### src/slc_pkg.sv
package slc_pkg;

  localparam int unsigned DEF_IN_WIDTH      = 32;
  localparam int unsigned DEF_TABLE_BITS    = 6;
  localparam int unsigned DEF_OUT_FRAC_BITS = 16;

  localparam int unsigned LOG_FRAC   = 28;
  localparam int unsigned CONST_W    = 29;
  localparam int unsigned FRAC_W     = 32;
  localparam int unsigned GAIN_W     = 16;
  localparam int unsigned OFFSET_W   = 32;
  localparam int unsigned LEVEL_W    = 32;
  localparam int unsigned CFG_IDX_W  = 8;
  localparam int unsigned CFG_DATA_W = 32;

  localparam logic [CONST_W-1:0]  LOG10_2_Q30  = 29'd323228497;
  localparam logic [GAIN_W-1:0]   GAIN_RESET   = 16'd2560;
  localparam logic [OFFSET_W-1:0] OFFSET_RESET = 32'd0;

  typedef enum logic [CFG_IDX_W-1:0] {
    REG_GAIN   = 8'd0,
    REG_OFFSET = 8'd1
  } cfg_reg_e;

  // Table point log2(1 + idx / 2^tb) in Q.28, found by repeated squaring.
  function automatic logic [LOG_FRAC:0] log2_entry(input int tb, input int idx);
    logic [63:0]       m;
    logic [LOG_FRAC:0] r;
    m = (64'd1 << 30) + (64'(idx) << (30 - tb));
    r = '0;
    if (idx >= (1 << tb)) begin
      r = (LOG_FRAC + 1)'(1) << LOG_FRAC;
    end else begin
      for (int b = 1; b <= LOG_FRAC; b++) begin
        m = (m * m) >> 30;
        if (m >= (64'd2 << 30)) begin
          m = m >> 1;
          r[LOG_FRAC - b] = 1'b1;
        end
      end
    end
    return r;
  endfunction

endpackage

### src/slc_norm.sv
module slc_norm #(
  parameter int unsigned IN_WIDTH   = slc_pkg::DEF_IN_WIDTH,
  parameter int unsigned TABLE_BITS = slc_pkg::DEF_TABLE_BITS
) (
  input  logic                          clk_i,
  input  logic                          rst_ni,
  input  logic                          in_valid_i,
  output logic                          in_stall_o,
  input  logic [IN_WIDTH-1:0]           sample_i,
  output logic                          out_valid_o,
  input  logic                          out_stall_i,
  output logic [$clog2(IN_WIDTH)-1:0]   exp_o,
  output logic [TABLE_BITS-1:0]         idx_o,
  output logic [31-TABLE_BITS:0]        rem_o
);
  import slc_pkg::*;

  localparam int unsigned E_W   = $clog2(IN_WIDTH);
  localparam int unsigned REM_W = FRAC_W - TABLE_BITS;
  localparam int unsigned EXT_W = IN_WIDTH - 1 + FRAC_W;

  logic                  v1_q, v2_q;
  logic                  adv1, adv2;
  logic [IN_WIDTH-1:0]   x_floor;
  logic [E_W-1:0]        lead;
  logic [IN_WIDTH-1:0]   x_q;
  logic [E_W-1:0]        exp1_q;
  logic [IN_WIDTH-1:0]   norm;
  logic [EXT_W-1:0]      frac_ext;
  logic [FRAC_W-1:0]     frac32;
  logic [E_W-1:0]        exp2_q;
  logic [TABLE_BITS-1:0] idx_q;
  logic [REM_W-1:0]      rem_q;

  assign adv2       = !v2_q || !out_stall_i;
  assign adv1       = !v1_q || adv2;
  assign in_stall_o = !adv1;

  always_comb begin
    x_floor = (sample_i == '0) ? IN_WIDTH'(1) : sample_i;
    lead    = '0;
    for (int i = 0; i < IN_WIDTH; i++) begin
      if (x_floor[i]) begin
        lead = E_W'(i);
      end
    end
  end

  assign norm     = x_q << (E_W'(IN_WIDTH - 1) - exp1_q);
  assign frac_ext = {norm[IN_WIDTH-2:0], {FRAC_W{1'b0}}};
  assign frac32   = frac_ext[EXT_W-1 -: FRAC_W];

  always_ff @(posedge clk_i or negedge rst_ni) begin
    if (!rst_ni) begin
      v1_q <= 1'b0;
      v2_q <= 1'b0;
    end else begin
      if (adv1) begin
        v1_q <= in_valid_i;
      end
      if (adv2) begin
        v2_q <= v1_q;
      end
    end
  end

  always_ff @(posedge clk_i) begin
    if (adv1) begin
      x_q    <= x_floor;
      exp1_q <= lead;
    end
    if (adv2) begin
      exp2_q <= exp1_q;
      idx_q  <= frac32[FRAC_W-1 -: TABLE_BITS];
      rem_q  <= frac32[REM_W-1:0];
    end
  end

  assign out_valid_o = v2_q;
  assign exp_o       = exp2_q;
  assign idx_o       = idx_q;
  assign rem_o       = rem_q;

endmodule

### src/slc_interp.sv
module slc_interp #(
  parameter int unsigned IN_WIDTH   = slc_pkg::DEF_IN_WIDTH,
  parameter int unsigned TABLE_BITS = slc_pkg::DEF_TABLE_BITS
) (
  input  logic                                          clk_i,
  input  logic                                          rst_ni,
  input  logic                                          in_valid_i,
  output logic                                          in_stall_o,
  input  logic [$clog2(IN_WIDTH)-1:0]                   exp_i,
  input  logic [TABLE_BITS-1:0]                         idx_i,
  input  logic [31-TABLE_BITS:0]                        rem_i,
  output logic                                          out_valid_o,
  input  logic                                          out_stall_i,
  output logic [$clog2(IN_WIDTH+1)+slc_pkg::LOG_FRAC-1:0] lg2_o
);
  import slc_pkg::*;

  localparam int unsigned E_W   = $clog2(IN_WIDTH);
  localparam int unsigned REM_W = FRAC_W - TABLE_BITS;
  localparam int unsigned TBL_N = (1 << TABLE_BITS) + 1;
  localparam int unsigned LG2_W = $clog2(IN_WIDTH + 1) + LOG_FRAC;
  localparam int unsigned MUL_W = LOG_FRAC + REM_W;

  logic [LOG_FRAC:0]     log_rom [TBL_N];
  logic                  v3_q, v4_q, v5_q;
  logic                  adv3, adv4, adv5;
  logic [TABLE_BITS:0]   idx_lo, idx_hi;
  logic [LOG_FRAC:0]     lo, hi;
  logic [LOG_FRAC-1:0]   diff;
  logic [LOG_FRAC:0]     lo3_q, lo4_q;
  logic [LOG_FRAC-1:0]   diff3_q;
  logic [REM_W-1:0]      rem3_q;
  logic [E_W-1:0]        exp3_q, exp4_q;
  logic [MUL_W-1:0]      mul;
  logic [MUL_W-1:0]      mul4_q;
  logic [LG2_W-1:0]      lg2_d, lg2_q;

  for (genvar g = 0; g < TBL_N; g++) begin : g_rom
    localparam logic [LOG_FRAC:0] Entry = log2_entry(TABLE_BITS, g);
    assign log_rom[g] = Entry;
  end

  assign adv5       = !v5_q || !out_stall_i;
  assign adv4       = !v4_q || adv5;
  assign adv3       = !v3_q || adv4;
  assign in_stall_o = !adv3;

  assign idx_lo = {1'b0, idx_i};
  assign idx_hi = idx_lo + (TABLE_BITS + 1)'(1);
  assign lo     = log_rom[idx_lo];
  assign hi     = log_rom[idx_hi];
  assign diff   = LOG_FRAC'(hi - lo);

  assign mul = MUL_W'(diff3_q) * MUL_W'(rem3_q);

  assign lg2_d = LG2_W'({exp4_q, {LOG_FRAC{1'b0}}}) + LG2_W'(lo4_q)
               + LG2_W'(mul4_q[MUL_W-1:REM_W]);

  always_ff @(posedge clk_i or negedge rst_ni) begin
    if (!rst_ni) begin
      v3_q <= 1'b0;
      v4_q <= 1'b0;
      v5_q <= 1'b0;
    end else begin
      if (adv3) begin
        v3_q <= in_valid_i;
      end
      if (adv4) begin
        v4_q <= v3_q;
      end
      if (adv5) begin
        v5_q <= v4_q;
      end
    end
  end

  always_ff @(posedge clk_i) begin
    if (adv3) begin
      lo3_q   <= lo;
      diff3_q <= diff;
      rem3_q  <= rem_i;
      exp3_q  <= exp_i;
    end
    if (adv4) begin
      mul4_q <= mul;
      lo4_q  <= lo3_q;
      exp4_q <= exp3_q;
    end
    if (adv5) begin
      lg2_q <= lg2_d;
    end
  end

  assign out_valid_o = v5_q;
  assign lg2_o       = lg2_q;

endmodule

### src/slc_scale.sv
module slc_scale #(
  parameter int unsigned IN_WIDTH      = slc_pkg::DEF_IN_WIDTH,
  parameter int unsigned OUT_FRAC_BITS = slc_pkg::DEF_OUT_FRAC_BITS
) (
  input  logic                                          clk_i,
  input  logic                                          rst_ni,
  input  logic                                          in_valid_i,
  output logic                                          in_stall_o,
  input  logic [$clog2(IN_WIDTH+1)+slc_pkg::LOG_FRAC-1:0] lg2_i,
  input  logic [slc_pkg::GAIN_W-1:0]                    gain_i,
  input  logic [slc_pkg::OFFSET_W-1:0]                  offset_i,
  output logic                                          out_valid_o,
  input  logic                                          out_stall_i,
  output logic [slc_pkg::LEVEL_W-1:0]                   level_o
);
  import slc_pkg::*;

  localparam int unsigned LG2_W  = $clog2(IN_WIDTH + 1) + LOG_FRAC;
  localparam int unsigned LG10_W = LG2_W + 1;
  localparam int unsigned P1_W   = LG2_W + CONST_W;
  localparam int unsigned PROD_W = LG10_W + GAIN_W;
  localparam int unsigned SHIFT  = 38 - OUT_FRAC_BITS;
  localparam int unsigned RND_W  = PROD_W + 1 - SHIFT;
  localparam int unsigned SUM_W  = ((RND_W > LEVEL_W) ? RND_W : LEVEL_W) + 2;

  localparam logic [PROD_W:0] Half = (PROD_W + 1)'(1) << (SHIFT - 1);
  localparam logic signed [SUM_W-1:0] SatMax =
    {{(SUM_W - LEVEL_W + 1){1'b0}}, {(LEVEL_W - 1){1'b1}}};
  localparam logic signed [SUM_W-1:0] SatMin =
    {{(SUM_W - LEVEL_W + 1){1'b1}}, {(LEVEL_W - 1){1'b0}}};

  logic                     v6_q, v7_q, v8_q;
  logic                     adv6, adv7, adv8;
  logic [P1_W-1:0]          p1;
  logic [LG10_W-1:0]        lg10_q;
  logic [GAIN_W-1:0]        mag;
  logic [PROD_W-1:0]        prod;
  logic [PROD_W-1:0]        prod7_q;
  logic                     neg7_q;
  logic [PROD_W:0]          rsum;
  logic signed [SUM_W-1:0]  rnd_mag;
  logic signed [SUM_W-1:0]  rnd_signed;
  logic signed [SUM_W-1:0]  off_ext;
  logic signed [SUM_W-1:0]  total;
  logic [LEVEL_W-1:0]       level_d, level_q;

  assign adv8       = !v8_q || !out_stall_i;
  assign adv7       = !v7_q || adv8;
  assign adv6       = !v6_q || adv7;
  assign in_stall_o = !adv6;

  assign p1 = P1_W'(lg2_i) * P1_W'(LOG10_2_Q30);

  assign mag  = gain_i[GAIN_W-1] ? GAIN_W'(-gain_i) : gain_i;
  assign prod = PROD_W'(lg10_q) * PROD_W'(mag);

  always_comb begin
    rsum       = {1'b0, prod7_q} + Half;
    rnd_mag    = SUM_W'(rsum[PROD_W:SHIFT]);
    rnd_signed = neg7_q ? -rnd_mag : rnd_mag;
    off_ext    = {{(SUM_W - OFFSET_W){offset_i[OFFSET_W-1]}}, offset_i};
    total      = rnd_signed + off_ext;
    if (total > SatMax) begin
      level_d = SatMax[LEVEL_W-1:0];
    end else if (total < SatMin) begin
      level_d = SatMin[LEVEL_W-1:0];
    end else begin
      level_d = total[LEVEL_W-1:0];
    end
  end

  always_ff @(posedge clk_i or negedge rst_ni) begin
    if (!rst_ni) begin
      v6_q <= 1'b0;
      v7_q <= 1'b0;
      v8_q <= 1'b0;
    end else begin
      if (adv6) begin
        v6_q <= in_valid_i;
      end
      if (adv7) begin
        v7_q <= v6_q;
      end
      if (adv8) begin
        v8_q <= v7_q;
      end
    end
  end

  always_ff @(posedge clk_i) begin
    if (adv6) begin
      lg10_q <= p1[P1_W-1:LOG_FRAC];
    end
    if (adv7) begin
      prod7_q <= prod;
      neg7_q  <= gain_i[GAIN_W-1];
    end
    if (adv8) begin
      level_q <= level_d;
    end
  end

  assign out_valid_o = v8_q;
  assign level_o     = level_q;

endmodule

### src/scaled_log10_converter.sv
// Scaled log10 converter: level_out = gain * log10(sample_in) + offset.
// Input channel: sample_in_i with in_valid_i; the block drives in_stall_o.
// A beat is taken at a rising edge with in_valid_i high and in_stall_o low.
// Output channel: level_out_o with out_valid_o; the receiver drives
// out_stall_i, and a beat leaves when out_valid_o is high and out_stall_i low.
// The result is signed with OUT_FRAC_BITS fraction bits and saturates at the
// 32-bit range. A zero sample is taken as one, so it returns the offset.
// The path from input beat to output valid runs through eight register
// stages: leading-one search, normalizing shift, table read, interpolation
// multiply, log2 sum, log10(2) multiply, gain multiply, round/offset/clamp.
// Throughput is one beat per cycle while in_stall_o is low. A stalled
// output holds its beat, and stages that hold a bubble keep filling, so
// in_stall_o rises only once every stage holds a beat.
// Configuration beats (cfg_valid_i, cfg_ready_o always high) write gain at
// index 0 and offset at index 1; other indexes are ignored. They are meant to
// be written while no beat is in flight.
// Reset empties the pipeline and sets gain to 10.0 and offset to 0.
module scaled_log10_converter #(
  parameter int unsigned IN_WIDTH      = slc_pkg::DEF_IN_WIDTH,
  parameter int unsigned TABLE_BITS    = slc_pkg::DEF_TABLE_BITS,
  parameter int unsigned OUT_FRAC_BITS = slc_pkg::DEF_OUT_FRAC_BITS
) (
  input  logic                             clk_i,
  input  logic                             rst_ni,
  input  logic                             in_valid_i,
  output logic                             in_stall_o,
  input  logic [IN_WIDTH-1:0]              sample_in_i,
  output logic                             out_valid_o,
  input  logic                             out_stall_i,
  output logic [slc_pkg::LEVEL_W-1:0]      level_out_o,
  input  logic                             cfg_valid_i,
  output logic                             cfg_ready_o,
  input  logic [slc_pkg::CFG_IDX_W-1:0]    cfg_index_i,
  input  logic [slc_pkg::CFG_DATA_W-1:0]   cfg_data_i
);
  import slc_pkg::*;

  localparam int unsigned E_W   = $clog2(IN_WIDTH);
  localparam int unsigned REM_W = FRAC_W - TABLE_BITS;
  localparam int unsigned LG2_W = $clog2(IN_WIDTH + 1) + LOG_FRAC;

  logic [GAIN_W-1:0]     gain_d, gain_q;
  logic [OFFSET_W-1:0]   offset_d, offset_q;
  logic                  norm_valid, norm_stall;
  logic                  interp_valid, interp_stall;
  logic [E_W-1:0]        norm_exp;
  logic [TABLE_BITS-1:0] norm_idx;
  logic [REM_W-1:0]      norm_rem;
  logic [LG2_W-1:0]      lg2;

  assign cfg_ready_o = 1'b1;

  always_comb begin
    gain_d   = gain_q;
    offset_d = offset_q;
    if (cfg_valid_i && cfg_ready_o) begin
      case (cfg_index_i)
        REG_GAIN: begin
          gain_d = cfg_data_i[GAIN_W-1:0];
        end
        REG_OFFSET: begin
          offset_d = cfg_data_i[OFFSET_W-1:0];
        end
        default: begin
        end
      endcase
    end
  end

  always_ff @(posedge clk_i or negedge rst_ni) begin
    if (!rst_ni) begin
      gain_q   <= GAIN_RESET;
      offset_q <= OFFSET_RESET;
    end else begin
      gain_q   <= gain_d;
      offset_q <= offset_d;
    end
  end

  slc_norm #(
    .IN_WIDTH   (IN_WIDTH),
    .TABLE_BITS (TABLE_BITS)
  ) u_norm (
    .clk_i       (clk_i),
    .rst_ni      (rst_ni),
    .in_valid_i  (in_valid_i),
    .in_stall_o  (in_stall_o),
    .sample_i    (sample_in_i),
    .out_valid_o (norm_valid),
    .out_stall_i (norm_stall),
    .exp_o       (norm_exp),
    .idx_o       (norm_idx),
    .rem_o       (norm_rem)
  );

  slc_interp #(
    .IN_WIDTH   (IN_WIDTH),
    .TABLE_BITS (TABLE_BITS)
  ) u_interp (
    .clk_i       (clk_i),
    .rst_ni      (rst_ni),
    .in_valid_i  (norm_valid),
    .in_stall_o  (norm_stall),
    .exp_i       (norm_exp),
    .idx_i       (norm_idx),
    .rem_i       (norm_rem),
    .out_valid_o (interp_valid),
    .out_stall_i (interp_stall),
    .lg2_o       (lg2)
  );

  slc_scale #(
    .IN_WIDTH      (IN_WIDTH),
    .OUT_FRAC_BITS (OUT_FRAC_BITS)
  ) u_scale (
    .clk_i       (clk_i),
    .rst_ni      (rst_ni),
    .in_valid_i  (interp_valid),
    .in_stall_o  (interp_stall),
    .lg2_i       (lg2),
    .gain_i      (gain_q),
    .offset_i    (offset_q),
    .out_valid_o (out_valid_o),
    .out_stall_i (out_stall_i),
    .level_o     (level_out_o)
  );

  // The input only stalls when the whole pipeline is backed up behind the output.
  a_stall_only_when_full : assert property (
    @(posedge clk_i) disable iff (!rst_ni)
    in_stall_o |-> (out_valid_o && out_stall_i && interp_stall && norm_stall)
  ) else $error("input stalled while the pipeline has room");

  a_gain_write : assert property (
    @(posedge clk_i) disable iff (!rst_ni)
    (cfg_valid_i && cfg_ready_o && (cfg_index_i == REG_GAIN))
      |=> (gain_q == $past(cfg_data_i[GAIN_W-1:0]))
  ) else $error("gain write not taken");

  a_offset_write : assert property (
    @(posedge clk_i) disable iff (!rst_ni)
    (cfg_valid_i && cfg_ready_o && (cfg_index_i == REG_OFFSET))
      |=> (offset_q == $past(cfg_data_i[OFFSET_W-1:0]))
  ) else $error("offset write not taken");

endmodule
### config.mk
export PLATFORM = sky130hd
export DESIGN_NAME = scaled_log10_converter
export DESIGN_NICKNAME = d
export VERILOG_FILES = /design/src/slc_pkg.sv /design/src/slc_norm.sv /design/src/slc_interp.sv /design/src/slc_scale.sv /design/src/scaled_log10_converter.sv
export SDC_FILE = /design/constraint.sdc
export NUM_CORES = 2
export LEC_CHECK = 0
export ABC_AREA = 1
export CORE_MARGIN = 2
export CORE_UTILIZATION = 50
export CTS_CLUSTER_DIAMETER = 100
export DETAILED_ROUTE_END_ITERATION = 10
export DONT_BUFFER_PORTS = 1
export MAX_ROUTING_LAYER = met4
export PLACE_DENSITY = 0.62
export SYNTH_ARGS = -nofsm -noshare
export SYNTH_HDL_FRONTEND = slang
export SYNTH_SLANG_ARGS = --single-unit
### constraint.sdc
create_clock -name clk_i -period 11.25 [get_ports clk_i]
set_input_delay 0.5625 -clock clk_i [delete_from_list [all_inputs] [get_ports clk_i]]
set_output_delay 0.5625 -clock clk_i [all_outputs]
set_load 0.02 [all_outputs]
==> impl_metrics.json <==
{
  "status": "completed",
  "fp.dieH_um": 400,
  "core-area_mm2": 0.156,
  "start_util_pct": 50.3,
  "nNetsFinal": 11400,
  "totalWireLength_um": 243000,
  "maxCapViolCount": 0,
  "drt-met1-wl_um": 97400,
  "synth_flop_cell": "edfxtp_1",
  "path_buf_inv": 8,
  "yosysSeqAreaShare_pct": 15.2,
  "die_w_um": 400,
  "crit_fanout": 18,
  "min-delay-path-class": "input pin to flip-flop",
  "fin_crit_sh_pct": 74.4,
  "max_freq_mhz": 119,
  "path_clk_slew_ps": 60,
  "grt_start_max_net_pins": 78,
  "detail_route.vias_per_cell": 5.44,
  "worst_pin_slew_ps": 1240,
  "antenna_found_initial": 3,
  "syn_area_per_cell_um2": 8.37,
  "post-dp-hpwl_um": 191000,
  "rsz0062_at_grt": "no",
  "period_minus_slack_ps": 8370,
  "cts.repair.resized": 0,
  "htreeDepth": 2,
  "required_ps": 11640,
  "cp-start-kind": "flip-flop",
  "finalSetupViolCount": 0,
  "seqCellArea_mm2": 0.0119,
  "numPlacedInstances": 11200,
  "fin_cells": 11300,
  "drive_gt1_share_pct": 3.55,
  "cts_hold_buffers": 32,
  "root_buffer": "clkbuf_16",
  "slew_violations": 0,
  "cp.arrival_ps": 8760,
  "synth_edf_count": 351,
  "grt_pass1_wl_um": 376000,
  "multiInputGateArea_mm2": 0.0560,
  "syn_inst": 9377,
  "fin_skew_ps": 68.7,
  "first_pass_iters": 6,
  "drc": 0,
  "cts_setup_buffers": 0,
  "crit_family": "adder cells",
  "wl_per_cell_um": 21.5,
  "area_growth_pct": 5.00,
  "grt_usage_pct": 31.9,
  "critical-path-slowest-cell": "nand2_1",
  "dr_wl_met2_um": 117000,
  "design.die.area_mm2": 0.160,
  "portBuffers": 0,
  "cts_buffer_depth": 3,
  "syn_area_mm2": 0.0785,
  "gp_congestion": 1.01,
  "synthArstFlopShare_pct": 13.8,
  "via_count": 61500,
  "finalSetupTns_ps": 0,
  "wl_met3_um": 16900,
  "fillers": 14700,
  "detail-route-antenna-nets": 0,
  "std_cell_rows": 145,
  "critPathMaxStageDelay_ps": 780,
  "numCtsBuffers": 47,
  "worstSetupPathType": "flip-flop to flip-flop",
  "clk_latency_ps": 680,
  "layout_commonest_cell": "inv_1",
  "hold_viol_final": 0,
  "ys_warn_count": 0,
  "yosysUniqueCellTypes": 80,
  "final_cell_mix": "2,401 x inv_1, 1,869 x nand2_1, 1,308 x fa_1",
  "cts_tree": "done",
  "top_layer": "met4",
  "ios": 112,
  "syn-num-nets": 11600,
  "maxSlewHeadroom_pct": 17.5,
  "endpoint_kind": "flip-flop",
  "cp_common_cell": "inv_1",
  "grt.overflow.total": 0,
  "drtIter0Drc": 4836,
  "clock-sinks": 407,
  "synth-seq-cells": 407,
  "grt_pass1_vias": 64700
}
per-stage QoR:
stage | hold WS [ps] | worst slack [ps] | util, % | area (µm²)
2_1_floorplan | 267 | 1970 | - | 78500
3_3_place_gp | 270 | 3070 | 51.6 | 80500
3_5_place_dp | 268 | 2990 | 51.6 | 80500
4_1_cts | 17.6 | 2970 | 52.8 | 82400
5_1_grt | 36.7 | 2260 | 52.8 | 82400
6_report | 59.1 | 2880 | 52.8 | 82400
layer usage:
layer  track usage [%]  vias to the layer above
met5                 -                        -
met4              12.9                        0
met3              4.36                      552
met2              53.0                     2298
met1              39.5                    30700
li1                  -                    27900
registers in the layout, indices dropped and copies added (netlist names), 5 cells and up:
signal            flops
u_interp.exp4_q       5
u_interp.lo4_q       28
u_interp.mul4_q      28
u_scale.lg10_q       35
u_norm.exp_o          5
gain_q               16
u_interp.lg2_o       34
u_norm.x_q           31
offset_q             32
u_interp.exp3_q       5
u_scale.level_o      32
u_norm.idx_o          6
u_interp.rem3_q      25
u_interp.lo3_q       28
u_norm.rem_o         25
u_scale.prod7_q      30
u_interp.diff3_q     28
u_norm.exp1_q         5
cells by family after synthesis:
group | share of synthesized area (%)
compound gates | 7.50
xor+xnor | 2.79
fa+ha+maj | 46.4
buf+inv | 13.5
flops | 15.2
mux | 0.343
other cells | 0.00478
simple gates | 14.2
final cells by class:
class	instances	share of cell area, %
inverters	2429	11.1
clock inverters	31	0.431
repair buffers	148	1.47
clock buffers	57	1.49
diodes	1	0.00304
well taps	2058	3.13
multi-input cells	6171	67.9
flip-flops and latches	407	14.5
synth_stat cells (all sizes together) (20+ instances only):
cell | n | share of area (%)
xnor2 | 78 | 0.88
a31oi | 55 | 0.44
buf | 78 | 0.48
nand4 | 28 | 0.25
o211ai | 36 | 0.36
o221ai | 20 | 0.22
dfrtp | 54 | 1.7
o21ai | 351 | 2.2
ha | 819 | 13
xor2 | 166 | 1.9
o31ai | 22 | 0.21
inv | 2410 | 12
edfxtp | 351 | 13
nor3 | 67 | 0.48
clkbuf | 292 | 1.4
nand2 | 1923 | 9.4
nand3 | 144 | 0.97
fa | 1308 | 33
a21oi | 374 | 2.4
nor2 | 549 | 2.7
o21a | 29 | 0.28
worst paths after layout:
kind | startpoint | to | slack (ps) | depth (start not counted)
setup reg to reg | gain_q[1] | u_scale.prod7_q[45] | 2880 | 32
hold reg to reg | u_interp.lo3_q[0] | u_interp.lo4_q[0] | 380 | 0
setup / recovery | gain_q[1] | u_scale.prod7_q[45] | 2880 | 32
hold / removal | sample_in_i[31] | u_norm.exp1_q[0] | 60 | 2
min in group asynchronous | rst_ni | gain_q[0] | 480 | 2
max in group asynchronous | rst_ni | offset_q[29] | 10450 | 2
Power is left out: the tool's default activity adds up to more than one toggle a clock period on the data nets, which glitch-free logic cannot reach.
